===== config.mk =====
export PLATFORM = sky130hd
export DESIGN_NAME = tar_stream_deframer_core
export DESIGN_NICKNAME = d
export VERILOG_FILES = /design/src/hdl/tsd_pkg.sv /design/src/hdl/tsd_hdr_fields.sv /design/src/hdl/tar_stream_deframer_core.sv
export SDC_FILE = /design/constraint.sdc
export NUM_CORES = 1
export LEC_CHECK = 0
export BUFFER_PORTS_ARGS = -buffer_cell sky130_fd_sc_hd__clkbuf_2
export CAP_MARGIN = 40
export CORE_MARGIN = 3
export CORE_UTILIZATION = 41
export DETAILED_ROUTE_END_ITERATION = 16
export PLACE_DENSITY = 0.68
export SKIP_CTS_REPAIR_TIMING = 1
export SYNTH_ARGS = -nofsm -noshare
export SYNTH_HDL_FRONTEND = slang
export SYNTH_HIERARCHICAL = 1
export SYNTH_SLANG_ARGS = --single-unit

===== constraint.sdc =====
create_clock -name clk -period 4.4 [get_ports clk]
set_clock_uncertainty 0.15 [all_clocks]
set_input_delay 0.44 -clock clk [delete_from_list [all_inputs] [get_ports clk]]
set_output_delay 0.44 -clock clk [all_outputs]
set_load 0.02 [all_outputs]

===== src/hdl/tsd_pkg.sv =====
`default_nettype none
// ----------------------------------------------------------------------------
// tsd_pkg
// shared widths, header field offsets, region codes and entry kind decode
// for the tar stream deframer
// ----------------------------------------------------------------------------
package tsd_pkg;

	localparam int BYTE_W = 8;
	localparam int POS_W  = 9;
	localparam int SIZE_W = 36;
	localparam int MODE_W = 24;
	localparam int KIND_W = 3;
	localparam int ZCNT_W = 2;

	localparam logic [POS_W-1:0] MODE_FIRST = POS_W'(100);
	localparam logic [POS_W-1:0] MODE_LAST  = POS_W'(107);
	localparam logic [POS_W-1:0] SIZE_FIRST = POS_W'(124);
	localparam logic [POS_W-1:0] SIZE_LAST  = POS_W'(135);
	localparam logic [POS_W-1:0] TYPE_POS   = POS_W'(156);
	localparam logic [POS_W-1:0] BLOCK_LAST = POS_W'(511);

	localparam logic [BYTE_W-1:0] CHAR_NUL   = 8'h00;
	localparam logic [BYTE_W-1:0] CHAR_SPACE = 8'h20;
	localparam logic [BYTE_W-1:0] CHAR_ZERO  = 8'h30;
	localparam logic [BYTE_W-1:0] CHAR_FIVE  = 8'h35;
	localparam logic [BYTE_W-1:0] DIGIT_BASE = 8'd48;

	localparam logic [ZCNT_W-1:0] ZERO_BLOCKS_TO_END = 2'd2;

	localparam logic [KIND_W-1:0] KIND_ZERO_BLOCK = 3'd0;
	localparam logic [KIND_W-1:0] KIND_OTHER      = 3'd7;

	typedef enum logic [1:0] {
		RGN_HEADER = 2'd0,
		RGN_DATA   = 2'd1,
		RGN_PAD    = 2'd2,
		RGN_END    = 2'd3
	} region_t;

	typedef struct packed {
		logic             feed;
		logic             clear;
		logic [POS_W-1:0] pos;
	} hdr_ctl_t;

	function automatic logic [KIND_W-1:0] kind_of(input logic [BYTE_W-1:0] t);
		if (t == CHAR_NUL)
			return KIND_ZERO_BLOCK;
		else if (t inside {[CHAR_ZERO:CHAR_FIVE]})
			return KIND_W'(t - CHAR_ZERO) + KIND_W'(1);
		else
			return KIND_OTHER;
	endfunction

endpackage
`default_nettype wire


===== src/hdl/tsd_hdr_fields.sv =====
`default_nettype none
// ----------------------------------------------------------------------------
// tsd_hdr_fields
// octal shift-add decode of the mode and size fields and capture of the
// type byte while a header block streams past
// ----------------------------------------------------------------------------
module tsd_hdr_fields (
	input  wire logic                       clk,
	input  wire logic                       arst_n,
	input  wire tsd_pkg::hdr_ctl_t          ctl,
	input  wire logic [tsd_pkg::BYTE_W-1:0] data,
	output logic      [tsd_pkg::SIZE_W-1:0] size_acc,
	output logic      [tsd_pkg::MODE_W-1:0] mode_acc,
	output logic      [tsd_pkg::BYTE_W-1:0] type_byte
);
	import tsd_pkg::*;

	logic [SIZE_W-1:0] size_q;
	logic [MODE_W-1:0] mode_q;
	logic [BYTE_W-1:0] type_q;
	logic              size_stop_q;
	logic              mode_stop_q;
	logic              is_term;
	logic              in_mode;
	logic              in_size;
	logic [SIZE_W-1:0] size_next;
	logic [MODE_W-1:0] mode_next;

	always_comb begin
		is_term   = (data == CHAR_NUL) || (data == CHAR_SPACE);
		in_mode   = ctl.pos inside {[MODE_FIRST:MODE_LAST]};
		in_size   = ctl.pos inside {[SIZE_FIRST:SIZE_LAST]};
		size_next = {size_q[SIZE_W-4:0], 3'b000} + SIZE_W'(data) - SIZE_W'(DIGIT_BASE);
		mode_next = {mode_q[MODE_W-4:0], 3'b000} + MODE_W'(data) - MODE_W'(DIGIT_BASE);
	end

	always_ff @(posedge clk or negedge arst_n) begin
		if (!arst_n) begin
			size_q      <= '0;
			mode_q      <= '0;
			type_q      <= '0;
			size_stop_q <= 1'b0;
			mode_stop_q <= 1'b0;
		end else if (ctl.clear) begin
			size_q      <= '0;
			mode_q      <= '0;
			type_q      <= '0;
			size_stop_q <= 1'b0;
			mode_stop_q <= 1'b0;
		end else if (ctl.feed) begin
			if (in_mode && !mode_stop_q) begin
				if (is_term)
					mode_stop_q <= 1'b1;
				else
					mode_q <= mode_next;
			end
			if (in_size && !size_stop_q) begin
				if (is_term)
					size_stop_q <= 1'b1;
				else
					size_q <= size_next;
			end
			if (ctl.pos == TYPE_POS)
				type_q <= data;
		end
	end

	assign size_acc  = size_q;
	assign mode_acc  = mode_q;
	assign type_byte = type_q;

endmodule
`default_nettype wire


===== src/hdl/tar_stream_deframer_core.sv =====
`default_nettype none
// ----------------------------------------------------------------------------
// tar_stream_deframer_core
// byte-serial tar archive deframer: labels each byte as header, file data,
// padding or after-end and reports decoded header fields
// ----------------------------------------------------------------------------
// One archive byte is taken per clock while in_stall is low, and each byte
// yields exactly one result, which reaches the outputs through the input
// register and then the result register. The block position counts
// every byte modulo 512 from reset. On byte 511 of a
// header, header_done rises with entry_kind, file_size and file_mode; a regular
// entry of nonzero size is followed by file_size data bytes and padding to the
// next 512-byte boundary. Two consecutive zero blocks end the archive, after
// which every byte is reported as region 3 with all flags cleared. The stall
// input holds the result register; in_stall rises only when the input
// register is full and the result register cannot advance.
module tar_stream_deframer_core (
	input  wire logic                       clk,
	input  wire logic                       arst_n,
	input  wire logic                       in_valid,
	output logic                            in_stall,
	input  wire logic [tsd_pkg::BYTE_W-1:0] data_byte,
	output logic                            out_valid,
	input  wire logic                       out_stall,
	output logic      [tsd_pkg::BYTE_W-1:0] byte_out,
	output logic      [1:0]                 region,
	output logic      [tsd_pkg::POS_W-1:0]  block_offset,
	output logic                            header_done,
	output logic      [tsd_pkg::KIND_W-1:0] entry_kind,
	output logic      [tsd_pkg::SIZE_W-1:0] file_size,
	output logic      [tsd_pkg::MODE_W-1:0] file_mode,
	output logic                            data_last,
	output logic                            archive_end
);
	import tsd_pkg::*;

	logic              valid_s1;
	logic [BYTE_W-1:0] byte_s1;
	logic              out_valid_q;
	logic              advance;
	logic              fire;

	region_t           region_q;
	logic [POS_W-1:0]  pos_q;
	logic [SIZE_W-1:0] remain_q;
	logic [POS_W-1:0]  pad_q;
	logic [ZCNT_W-1:0] zcount_q;

	hdr_ctl_t          hdr_ctl;
	logic [SIZE_W-1:0] size_acc;
	logic [MODE_W-1:0] mode_acc;
	logic [BYTE_W-1:0] type_byte;

	logic              is_hdr;
	logic              at_last;
	logic              hdr_done_c;
	logic              zero_type;
	logic              end_c;
	logic              last_c;

	logic [BYTE_W-1:0] byte_s2;
	logic [1:0]        region_s2;
	logic [POS_W-1:0]  pos_s2;
	logic              hdr_done_s2;
	logic [KIND_W-1:0] kind_s2;
	logic [SIZE_W-1:0] size_s2;
	logic [MODE_W-1:0] mode_s2;
	logic              last_s2;
	logic              end_s2;

	assign advance  = !out_valid_q || !out_stall;
	assign in_stall = valid_s1 && !advance;
	assign fire     = valid_s1 && advance;

	always_comb begin
		is_hdr      = (region_q == RGN_HEADER);
		at_last     = (pos_q == BLOCK_LAST);
		hdr_done_c  = is_hdr && at_last;
		zero_type   = (type_byte == CHAR_NUL);
		end_c       = hdr_done_c && zero_type && (zcount_q != '0);
		last_c      = (region_q == RGN_DATA) && (remain_q <= SIZE_W'(1));
		hdr_ctl.feed  = fire && is_hdr;
		hdr_ctl.clear = fire && hdr_done_c;
		hdr_ctl.pos   = pos_q;
	end

	tsd_hdr_fields u_hdr_fields (
		.clk       (clk),
		.arst_n    (arst_n),
		.ctl       (hdr_ctl),
		.data      (byte_s1),
		.size_acc  (size_acc),
		.mode_acc  (mode_acc),
		.type_byte (type_byte)
	);

	// input register
	always_ff @(posedge clk or negedge arst_n) begin
		if (!arst_n) begin
			valid_s1 <= 1'b0;
		end else if (!in_stall) begin
			valid_s1 <= in_valid;
		end
	end

	always_ff @(posedge clk) begin
		if (!in_stall && in_valid) begin
			byte_s1 <= data_byte;
		end
	end

	// deframing state
	always_ff @(posedge clk or negedge arst_n) begin
		if (!arst_n) begin
			out_valid_q <= 1'b0;
			region_q    <= RGN_HEADER;
			pos_q       <= '0;
			remain_q    <= '0;
			pad_q       <= '0;
			zcount_q    <= '0;
		end else begin
			if (advance)
				out_valid_q <= valid_s1;
			if (fire) begin
				pos_q <= pos_q + POS_W'(1);
				case (region_q)
					RGN_HEADER: begin
						if (at_last) begin
							if (zero_type) begin
								if (zcount_q < ZERO_BLOCKS_TO_END)
									zcount_q <= zcount_q + ZCNT_W'(1);
								if (end_c)
									region_q <= RGN_END;
							end else begin
								zcount_q <= '0;
								if (type_byte == CHAR_ZERO && size_acc != '0) begin
									remain_q <= size_acc;
									pad_q    <= -size_acc[POS_W-1:0];
									region_q <= RGN_DATA;
								end
							end
						end
					end
					RGN_DATA: begin
						if (last_c) begin
							remain_q <= '0;
							region_q <= (pad_q != '0) ? RGN_PAD : RGN_HEADER;
						end else begin
							remain_q <= remain_q - SIZE_W'(1);
						end
					end
					RGN_PAD: begin
						if (pad_q <= POS_W'(1)) begin
							pad_q    <= '0;
							region_q <= RGN_HEADER;
						end else begin
							pad_q <= pad_q - POS_W'(1);
						end
					end
					default: begin
					end
				endcase
			end
		end
	end

	// result register
	always_ff @(posedge clk) begin
		if (fire) begin
			byte_s2     <= byte_s1;
			region_s2   <= region_q;
			pos_s2      <= pos_q;
			hdr_done_s2 <= hdr_done_c;
			kind_s2     <= hdr_done_c ? kind_of(type_byte) : KIND_ZERO_BLOCK;
			size_s2     <= hdr_done_c ? size_acc : '0;
			mode_s2     <= hdr_done_c ? mode_acc : '0;
			last_s2     <= last_c;
			end_s2      <= end_c;
		end
	end

	assign out_valid    = out_valid_q;
	assign byte_out     = byte_s2;
	assign region       = region_s2;
	assign block_offset = pos_s2;
	assign header_done  = hdr_done_s2;
	assign entry_kind   = kind_s2;
	assign file_size    = size_s2;
	assign file_mode    = mode_s2;
	assign data_last    = last_s2;
	assign archive_end  = end_s2;

endmodule
`default_nettype wire

==> flow_summary.toml, run 1 <==
[synth]
main_area_contributors_after_synthesis = "sky130_fd_sc_hd__dfrtp_1, sky130_fd_sc_hd__edfxtp_1, sky130_fd_sc_hd__ha_1, sky130_fd_sc_hd__nand2_1, sky130_fd_sc_hd__a21oi_1"
synth_adder_area_share_pct = 7.47
synth_area_per_cell_sq_um = 9.47
synth.mux.area_fraction_pct = 0.764
synth.cell_area_sq_mm = 0.0133
post-synth-top-area-cell = "sky130_fd_sc_hd__dfrtp_1"
synth-async-reset-ratio_pct = 58.3
synthXorXnorAreaFrac_pct = 2.64
synthFlopType = "sky130_fd_sc_hd__dfrtp_1"
yosys_register_bits = 223
synth_nets = 1491
yosysSeqAreaShare_pct = 45.6
synth_compound_area_share_pct = 18.3
synth_cell_type_count = 91
number_of_enable_type_register_cells_in_the_synthesized_netlist = 93
synth_top_cell_area_share_pct = 24.5
synth_top_family_by_area = "simple AND/OR/NAND/NOR gates"
netlist_instances = 1401
synth-simple-area-share_pct = 19.6
synth-warning-count = 6

[grt]
grt_pass1_vias = 10700
grt_first_pass_wirelength_um = 57000
track_usage_pct = 20.2
antenna_found_initial = 0
grt_start_max_net_pins = 60
gr-total-overflow = 0

[route]
initial_detailed_routing_violation_count = 869
routed_wl_um = 35300
postRouteAntennaNets = 0
wire_per_inst_um = 18.5
drc_errors = 0
vias_after_detailed_routing = 11200
detail_route.first_pass.iterations = 6
routed_via_density = 5.88

[placed_design]
place.gp.congestion = 0.907
detailedPlacementHpwl_um = 24500
placed_cells = 1853
dpl_worst_slack_ps = 784
port_buffers = 98

[clocking]
cts-htree-levels = 1
cts_tree = "yes"
cts-root-to-sink-buffers = 3
clkSlewWorstSetupHoldPaths_ps = 70
cts_root_buf = "sky130_fd_sc_hd__clkbuf_16"
clock_sink_count = 223
clk-insertion-delay-late_ps = 530
tritoncts.num_buffers = 26

[timing]
slew_headroom_pct = 37.7
setup_tns_ps = 0
period_minus_slack_ps = 3650
final_report_hold_violation_count = 0
tightest_slew_ps = 926
fmax_mhz = 274
layout_setup_ws_ps = 752
grt_setup_unrepaired = "false"
finalCritPeriodShare_pct = 82.9
report.final.slew_viol_count = 0
finalSetupViolations = 0

[critical_path]
category_of_the_worst_setup_path_launch_point = "register"
worst_ep_arrival_time_ps = 3960
worst_ep_required_time_ps = 4720
worst-setup-path-type = "reg2reg"
worstSetupEndpointType = "register"
critical_path_peak_fanout = 6

[min_path]
timing.hold.worst.class = "in2reg"

[floorplanning]
die_x_um = 186
start_util_pct = 41.8
die_height_um = 186
io_pins = 99
core_sq_mm = 0.0317
rows = 65
die_area_sq_mm = 0.0345

[run]
max_cap_violations = 0

[pwr]
p_int_w = 0.00383
power_w = 0.00524
ir_worst_vdd_v = 0.000325
switching_power_w = 0.00141
switching_share_pct = 26.9
comb_power_share_pct = 12.2
power_density_mw_per_mm2 = 348
sequentialPowerShare_pct = 48.4
share_clk_of_total_power_pct = 39.4
pleak_nw = 6.68

[layout]
drive_gt1_share_pct = 12.5
final-instance-count-excl-fill = 1911
syn2layout_area_growth_pct = 13.7
nets = 1579

[run_status]
status = "finished clean"
synth_stat cells (11+ instances only):
cell / instances
sky130_fd_sc_hd__nor4_1: 24
sky130_fd_sc_hd__nor3_1: 44
sky130_fd_sc_hd__or3_1: 14
sky130_fd_sc_hd__xnor2_1: 24
sky130_fd_sc_hd__and3_1: 60
sky130_fd_sc_hd__dfrtp_1: 130
sky130_fd_sc_hd__nand3_1: 29
sky130_fd_sc_hd__nor2_1: 101
sky130_fd_sc_hd__a21o_1: 21
sky130_fd_sc_hd__a21oi_1: 94
sky130_fd_sc_hd__o21ai_0: 79
sky130_fd_sc_hd__buf_2: 15
sky130_fd_sc_hd__nand2_1: 138
sky130_fd_sc_hd__inv_1: 117
sky130_fd_sc_hd__ha_1: 76
sky130_fd_sc_hd__nand4_1: 16
sky130_fd_sc_hd__or4_1: 11
sky130_fd_sc_hd__a31oi_1: 14
sky130_fd_sc_hd__nand3b_1: 11
sky130_fd_sc_hd__clkbuf_1: 47
sky130_fd_sc_hd__edfxtp_1: 93
sky130_fd_sc_hd__a22o_1: 26
sky130_fd_sc_hd__xor2_1: 16
through the flow:
step / utilization (%) / hold slack (ps) / cell area [sq um]
floorplan: - / -5.59 / 13300
detailed placement: 44.7 / 250 / 14200
finish: 47.5 / 13.8 / 15100
global placement: 44.6 / 252 / 14100
global route: 47.5 / 26.3 / 15100
CTS: 47.2 / -310 / 15000
state kept, by name, summed over array words and instances, names as in the netlist, 3 cells and up:
name                    count
file_mode                  24
pos_q                       9
u_hdr_fields/mode_acc      24
byte_out                    8
byte_s1                     8
file_size                  36
remain_q                   36
u_hdr_fields/size_acc      36
entry_kind                  3
u_hdr_fields/type_byte      8
pad_q                       9
block_offset                9
logic make-up after synthesis:
kind of cell,after synthesis
buffers and inverters,187
flip-flops,223
adder cells (fa/ha/maj),78
AND/OR/NAND/NOR,503
AO/OA/AOI/OAI,360
multiplexers,10
XOR/XNOR,40
worst max-delay path, cell delays in order, from the launching register on:
cell                       delay [ps]
sky130_fd_sc_hd__edfxtp_1         410
sky130_fd_sc_hd__inv_1            130
sky130_fd_sc_hd__ha_1             240
sky130_fd_sc_hd__inv_1             70
sky130_fd_sc_hd__ha_1             190
sky130_fd_sc_hd__inv_1             60
sky130_fd_sc_hd__fa_1             390
sky130_fd_sc_hd__and2b_1          220
sky130_fd_sc_hd__o31a_2           170
sky130_fd_sc_hd__o211ai_4         100
sky130_fd_sc_hd__a211oi_4         350
sky130_fd_sc_hd__nor3_2           110
sky130_fd_sc_hd__o31a_1           380
sky130_fd_sc_hd__or4b_1           520
sky130_fd_sc_hd__nand3_1           90
power groups by stage:
| stage | Clock, W | Sequential (W) | Combinational, W |
|---|---|---|---|
| 3_3_place_gp | 0 | 0.00256 | 0.000618 |
| 4_1_cts | 0.00212 | 0.00253 | 0.000634 |
| 2_1_floorplan | 0 | 0.00260 | 0.000379 |
| 3_5_place_dp | 0 | 0.00257 | 0.000633 |
| 5_1_grt | 0.00222 | 0.00256 | 0.000707 |
| 6_report | 0.00207 | 0.00254 | 0.000639 |
cells in the final DEF, fill, tap and decap left out, types with 21 or more instances in the layout:
cell | Yosys | final
sky130_fd_sc_hd__a22o_1 | 26 | 26
sky130_fd_sc_hd__o21ai_0 | 79 | 79
sky130_fd_sc_hd__nand2_1 | 138 | 138
sky130_fd_sc_hd__nand3_1 | 29 | 29
sky130_fd_sc_hd__ha_1 | 76 | 76
sky130_fd_sc_hd__a21o_1 | 21 | 21
sky130_fd_sc_hd__edfxtp_1 | 93 | 93
sky130_fd_sc_hd__xnor2_1 | 24 | 24
sky130_fd_sc_hd__nor4_1 | 24 | 24
sky130_fd_sc_hd__nor3_1 | 44 | 42
sky130_fd_sc_hd__clkbuf_2 | 3 | 97
sky130_fd_sc_hd__and3_1 | 60 | 60
sky130_fd_sc_hd__inv_1 | 117 | 116
sky130_fd_sc_hd__clkbuf_16 | 0 | 27
sky130_fd_sc_hd__a21oi_1 | 94 | 94
sky130_fd_sc_hd__nor2_1 | 101 | 100
sky130_fd_sc_hd__dfrtp_1 | 130 | 130
worst paths after layout:
| check | from | endpoint | slack, ps | cells past startpoint |
|---|---|---|---|---|
| hold reg to reg | zcount_q[0] | zcount_q[0] | 330 | 2 |
| hold / removal | out_stall | out_valid | 10 | 3 |
| max in group asynchronous | arst_n | u_hdr_fields/size_acc[19] | 2830 | 3 |
| setup / recovery | byte_s1[4] | u_hdr_fields/size_acc[34] | 750 | 14 |
| setup reg to reg | byte_s1[4] | u_hdr_fields/size_acc[34] | 750 | 14 |
| min in group asynchronous | arst_n | remain_q[27] | 270 | 2 |
cell type report:
type	count	area, sq um
fillers	3007	16600
multi-input cells	991	6490
flip-flops and latches	223	6050
repair buffers	130	782
clock buffers	40	744
well taps	402	503
inverters	117	442
clock inverters	7	70.1
diodes	1	2.50
routing by layer:
layer | wire length, um | track usage [%] | vias up
met5 | 0 | 0 | -
met4 | 1020 | 6.32 | 0
met3 | 1950 | 2.91 | 52
met2 | 16600 | 33.0 | 370
met1 | 15800 | 28.1 | 5511
li1 | - | - | 5303
(Power assumes the default switching activity.)
==> run 2: changes to the inputs <==
Clock period 4.4 ns to 3.3 ns, I/O delays scaled along.
==> flow_summary.toml, run 2 (synthesis results as in run 1) <==
[clocking]
cts-htree-levels = 1
clk-insertion-delay-late_ps = 540
cts_root_buf = "sky130_fd_sc_hd__clkbuf_16"
clock_sink_count = 223
cts_tree = "yes"
tritoncts.num_buffers = 26
cts-root-to-sink-buffers = 3
clkSlewWorstSetupHoldPaths_ps = 60

[floorplanning]
die_x_um = 186
die_area_sq_mm = 0.0345
start_util_pct = 41.8
io_pins = 99
core_sq_mm = 0.0317
rows = 65
die_height_um = 186

[route]
postRouteAntennaNets = 0
routed_via_density = 5.75
wire_per_inst_um = 18.5
initial_detailed_routing_violation_count = 870
routed_wl_um = 36100
vias_after_detailed_routing = 11300
drc_errors = 0
detail_route.first_pass.iterations = 5

[timing]
tightest_slew_ps = 686
hold_ws_ps = 230
slew_headroom_pct = 54.3
report.final.slew_viol_count = 0
finalSetupViolations = 0
fmax_mhz = 309
finalCritPeriodShare_pct = 98.1
grt_setup_unrepaired = "true"
final_report_hold_violation_count = 0
setup_tns_ps = 0
period_minus_slack_ps = 3240

[critical_path]
worstSetupEndpointType = "register"
worst_ep_required_time_ps = 3570
critical_path.cell_chain = "inv_1 > ha_1 > inv_1 > ha_4 > and2b_1 > o31a_2 > o211ai_4 > a211oi_4 > buf_4 > o21ai_1 > buf_4 > nand3_1 > and3_1 > a311o_1"
worst-setup-path-type = "reg2reg"
critical_path.reg2reg.endpoint = "u_hdr_fields/size_acc[32]"
critical_path.endpoint = "u_hdr_fields/size_acc[32]"
worstSetupStartpoint = "byte_s1[6]"
depth_of_the_worst_register_to_register_path = 14
category_of_the_worst_setup_path_launch_point = "register"
worstReg2RegStart = "byte_s1[6]"
worst_ep_arrival_time_ps = 3510
crit_path_max_incr_delay_ps = 420
cpLargestDelayFamily = "compound AO/OA/AOI/OAI gates"
worstSetupPathDepth = 14
critical_path_peak_fanout = 4
number_of_buffers_and_inverters_on_the_critical_path = 4
timing.critical_path.slowest_stage_cell = "sky130_fd_sc_hd__edfxtp_1"
regToRegSetupSlack_ps = 60

[grt]
gr-total-overflow = 0
grt_pass1_vias = 11000
grt_start_max_net_pins = 66
track_usage_pct = 20.7
grt_first_pass_wirelength_um = 58100
antenna_found_initial = 0

[placed_design]
post_dp_cell_area_sq_mm = 0.0145
port_buffers = 98
placed_cells = 1893
detailedPlacementHpwl_um = 24800
place.gp.congestion = 0.894

[pwr]
comb_power_share_pct = 12.6
share_clk_of_total_power_pct = 41.5
switching_share_pct = 26.5
switching_power_w = 0.00195
sequentialPowerShare_pct = 45.9
pleak_nw = 6.96
power_w = 0.00734
ir_worst_vdd_v = 0.000351
p_int_w = 0.00540
power_density_mw_per_mm2 = 469

[min_path]
timing.hold.worst.class = "in2async"

[run_status]
status = "finished clean"

[layout]
antenna_cells_inserted = 0
drive_gt1_share_pct = 16.3
layout.cell_area.non_filler_sq_mm = 0.0157
nets = 1624
layout_commonest_cell = "sky130_fd_sc_hd__nand2_1"
syn2layout_area_growth_pct = 18.1
final-instance-count-excl-fill = 1956
most-common-layout-cells = "sky130_fd_sc_hd__nand2_1, sky130_fd_sc_hd__dfrtp_1, sky130_fd_sc_hd__inv_1"

[run]
max_cap_violations = 0
[run 2: changes by cell type in the layout (fill, tap and decap cells not counted), sizes merged, moves of 2 or more]
cell	change
buf	+42
clkinvlp	+4
dlygate4sd3	+2
bufinv	+4
clkbuf	-5
inv	-2
[run 2: worst register-to-register path: cells and delay by family, from the launching register on]
family	cells	cell delay, ps
compound gates	5	1110
buf+inv	4	570
fa+ha+maj	2	480
flops	1	420
simple gates	3	410
[run 2: worst min path at each step]
stage                     slack (ps)            to  depth (start not counted)
after floorplan                 -120     out_valid                          0
final                            230  remain_q[27]                          2
after global routing             300  remain_q[28]                          2
after global placement           240  remain_q[27]                          1
after CTS                       -330      pos_q[3]                          1
after detailed placement         240  remain_q[27]                          1
[run 2: layout make-up]
cell class,count,area [sq um]
tap,402,503
inverter,117,443
timing repair buffer,175,1180
clock buffer,35,694
sequential,223,6050
multi-input combinational,991,6590
clock inverter,13,211
fill,2980,16100
[run 2: per-stage QoR]
step,worst slack [ps],utilization (%)
after CTS,-25.6,48.7
after detailed placement,-16.7,45.8
after global routing,-79.2,49.4
after global placement,19.4,45.8
after floorplan,14.5,-
final,62.5,49.4
[run 2: power by group through the flow]
stage / clock, W / combinational, W / sequential [W]
floorplan: 0 / 0.000506 / 0.00347
global placement: 0 / 0.000881 / 0.00341
detailed placement: 0 / 0.000904 / 0.00342
CTS: 0.00311 / 0.000908 / 0.00337
global route: 0.00326 / 0.00102 / 0.00340
finish: 0.00305 / 0.000924 / 0.00337
[run 2: per-layer routing]
| metal | global-route usage, % | routed length (um) |
|---|---|---|
| met3 | 2.58 | 1770 |
| met2 | 33.9 | 16900 |
| met5 | 0 | 0 |
| met1 | 28.5 | 16200 |
| met4 | 7.27 | 1190 |
==> run 3: changes to the inputs <==
Settings changed: PLACE_DENSITY 0.68 to unset.
==> flow_summary.toml, run 3 (synthesis results as in run 1) <==
[timing]
layout_setup_ws_ps = -38.9
grt_setup_unrepaired = "true"
hold_ws_ps = 259
report.final.slew_viol_count = 0
period_minus_slack_ps = 3340
final_report_hold_violation_count = 0
finalSetupViolations = 2
slew_headroom_pct = 48.8
finalCritPeriodShare_pct = 101
tightest_slew_ps = 768
fmax_mhz = 299
setup_tns_ps = -61.1

[route]
initial_detailed_routing_violation_count = 859
detail_route.first_pass.iterations = 5
routed_wl_um = 35600
routed_via_density = 5.68
drc_errors = 0
vias_after_detailed_routing = 11200
wire_per_inst_um = 18.1
postRouteAntennaNets = 0

[critical_path]
critical_path_peak_fanout = 5
category_of_the_worst_setup_path_launch_point = "register"
worst_ep_required_time_ps = 3640
worst-setup-path-type = "reg2reg"
worst_ep_arrival_time_ps = 3680
worstSetupStartpoint = "byte_s1[4]"
worstSetupEndpointType = "register"
worstReg2RegStart = "byte_s1[4]"

[floorplanning]
die_x_um = 186
die_area_sq_mm = 0.0345
io_pins = 99
rows = 65
die_height_um = 186
core_sq_mm = 0.0317
start_util_pct = 41.8

[clocking]
clk-insertion-delay-late_ps = 550
clkSlewWorstSetupHoldPaths_ps = 60
cts_tree = "yes"
clock_sink_count = 223
cts_root_buf = "sky130_fd_sc_hd__clkbuf_16"
tritoncts.num_buffers = 26
cts-htree-levels = 1
cts-root-to-sink-buffers = 3

[layout]
antenna_cells_inserted = 0
final-instance-count-excl-fill = 1966
nets = 1634
syn2layout_area_growth_pct = 19.0
drive_gt1_share_pct = 17.8
layout_commonest_cell = "sky130_fd_sc_hd__nand2_1"
most-common-layout-cells = "sky130_fd_sc_hd__nand2_1, sky130_fd_sc_hd__dfrtp_1, sky130_fd_sc_hd__inv_1"

[min_path]
timing.hold.worst.class = "in2async"

[pwr]
power_w = 0.00716
pleak_nw = 7.01
power_density_mw_per_mm2 = 454
ir_worst_vdd_v = 0.000354

[grt]
grt_pass1_vias = 10800
gr-max-usage-layer = "met2"
track_usage_pct = 20.4
gr-total-overflow = 0
globalRouteMet3Util_pct = 2.74
grt_start_max_net_pins = 91
use_met2_pct = 33.7
grt_first_pass_wirelength_um = 57200
grt.met1_usage_pct = 28.3
antenna_found_initial = 0

[run]
max_cap_violations = 0

[placed_design]
placed_cells = 1902
dpl_worst_slack_ps = -79.7
place.gp.congestion = 0.876
detailedPlacementHpwl_um = 24800
port_buffers = 98

[run_status]
violations = "setup timing"
status = "complete, but fails checks"
run 3: cell type report:
type / count / area (sq um)
Fill cell: 2983 / 15900
Multi-Input combinational cell: 991 / 6660
Sequential cell: 223 / 6050
Timing Repair Buffer: 185 / 1290
Clock buffer: 30 / 676
Tap cell: 402 / 503
Inverter: 117 / 445
Clock inverter: 18 / 164
run 3: stage by stage:
step / utilization [%] / cell area [sq um]
after detailed placement: 46.1 / 14600
after global routing: 49.7 / 15800
after CTS: 48.7 / 15500
after floorplan: - / 13300
final: 49.7 / 15800
after global placement: 46.0 / 14600
run 3: final timing paths:
check,end,slack [ps],depth (start not counted)
setup reg to reg,u_hdr_fields/size_acc[34],-40,14
setup / recovery,u_hdr_fields/size_acc[34],-40,14
min in group clk,zcount_q[0],330,2
max in group asynchronous,u_hdr_fields/mode_acc[5],1980,3
hold / removal,remain_q[27],260,2
hold reg to reg,zcount_q[0],330,2
run 3: per-layer routing:
metal  vias up  wire (um)  part of all wire [%]
met5         -          0                     0
met4         0        888                   2.5
met3        55       1770                   5.0
met2       270      16800                    47
met1      5408      16200                    45
li1       5426          -                     -
run 3: worst max-delay path, cell delays in order, from the launching register on:
cell	delay [ps]
sky130_fd_sc_hd__edfxtp_1	410
sky130_fd_sc_hd__inv_2	100
sky130_fd_sc_hd__ha_4	200
sky130_fd_sc_hd__inv_4	60
sky130_fd_sc_hd__ha_4	130
sky130_fd_sc_hd__inv_2	40
sky130_fd_sc_hd__fa_2	380
sky130_fd_sc_hd__and2b_1	210
sky130_fd_sc_hd__o31a_2	190
sky130_fd_sc_hd__o211ai_4	110
sky130_fd_sc_hd__a211oi_4	290
sky130_fd_sc_hd__nor3_2	80
sky130_fd_sc_hd__o31a_1	320
sky130_fd_sc_hd__or4b_1	510
sky130_fd_sc_hd__nand3_2	100
run 3: power by group:
group          internal (W)  switching, W
clock network       0.00163       0.00120
registers           0.00314      0.000201
logic              0.000412      0.000580
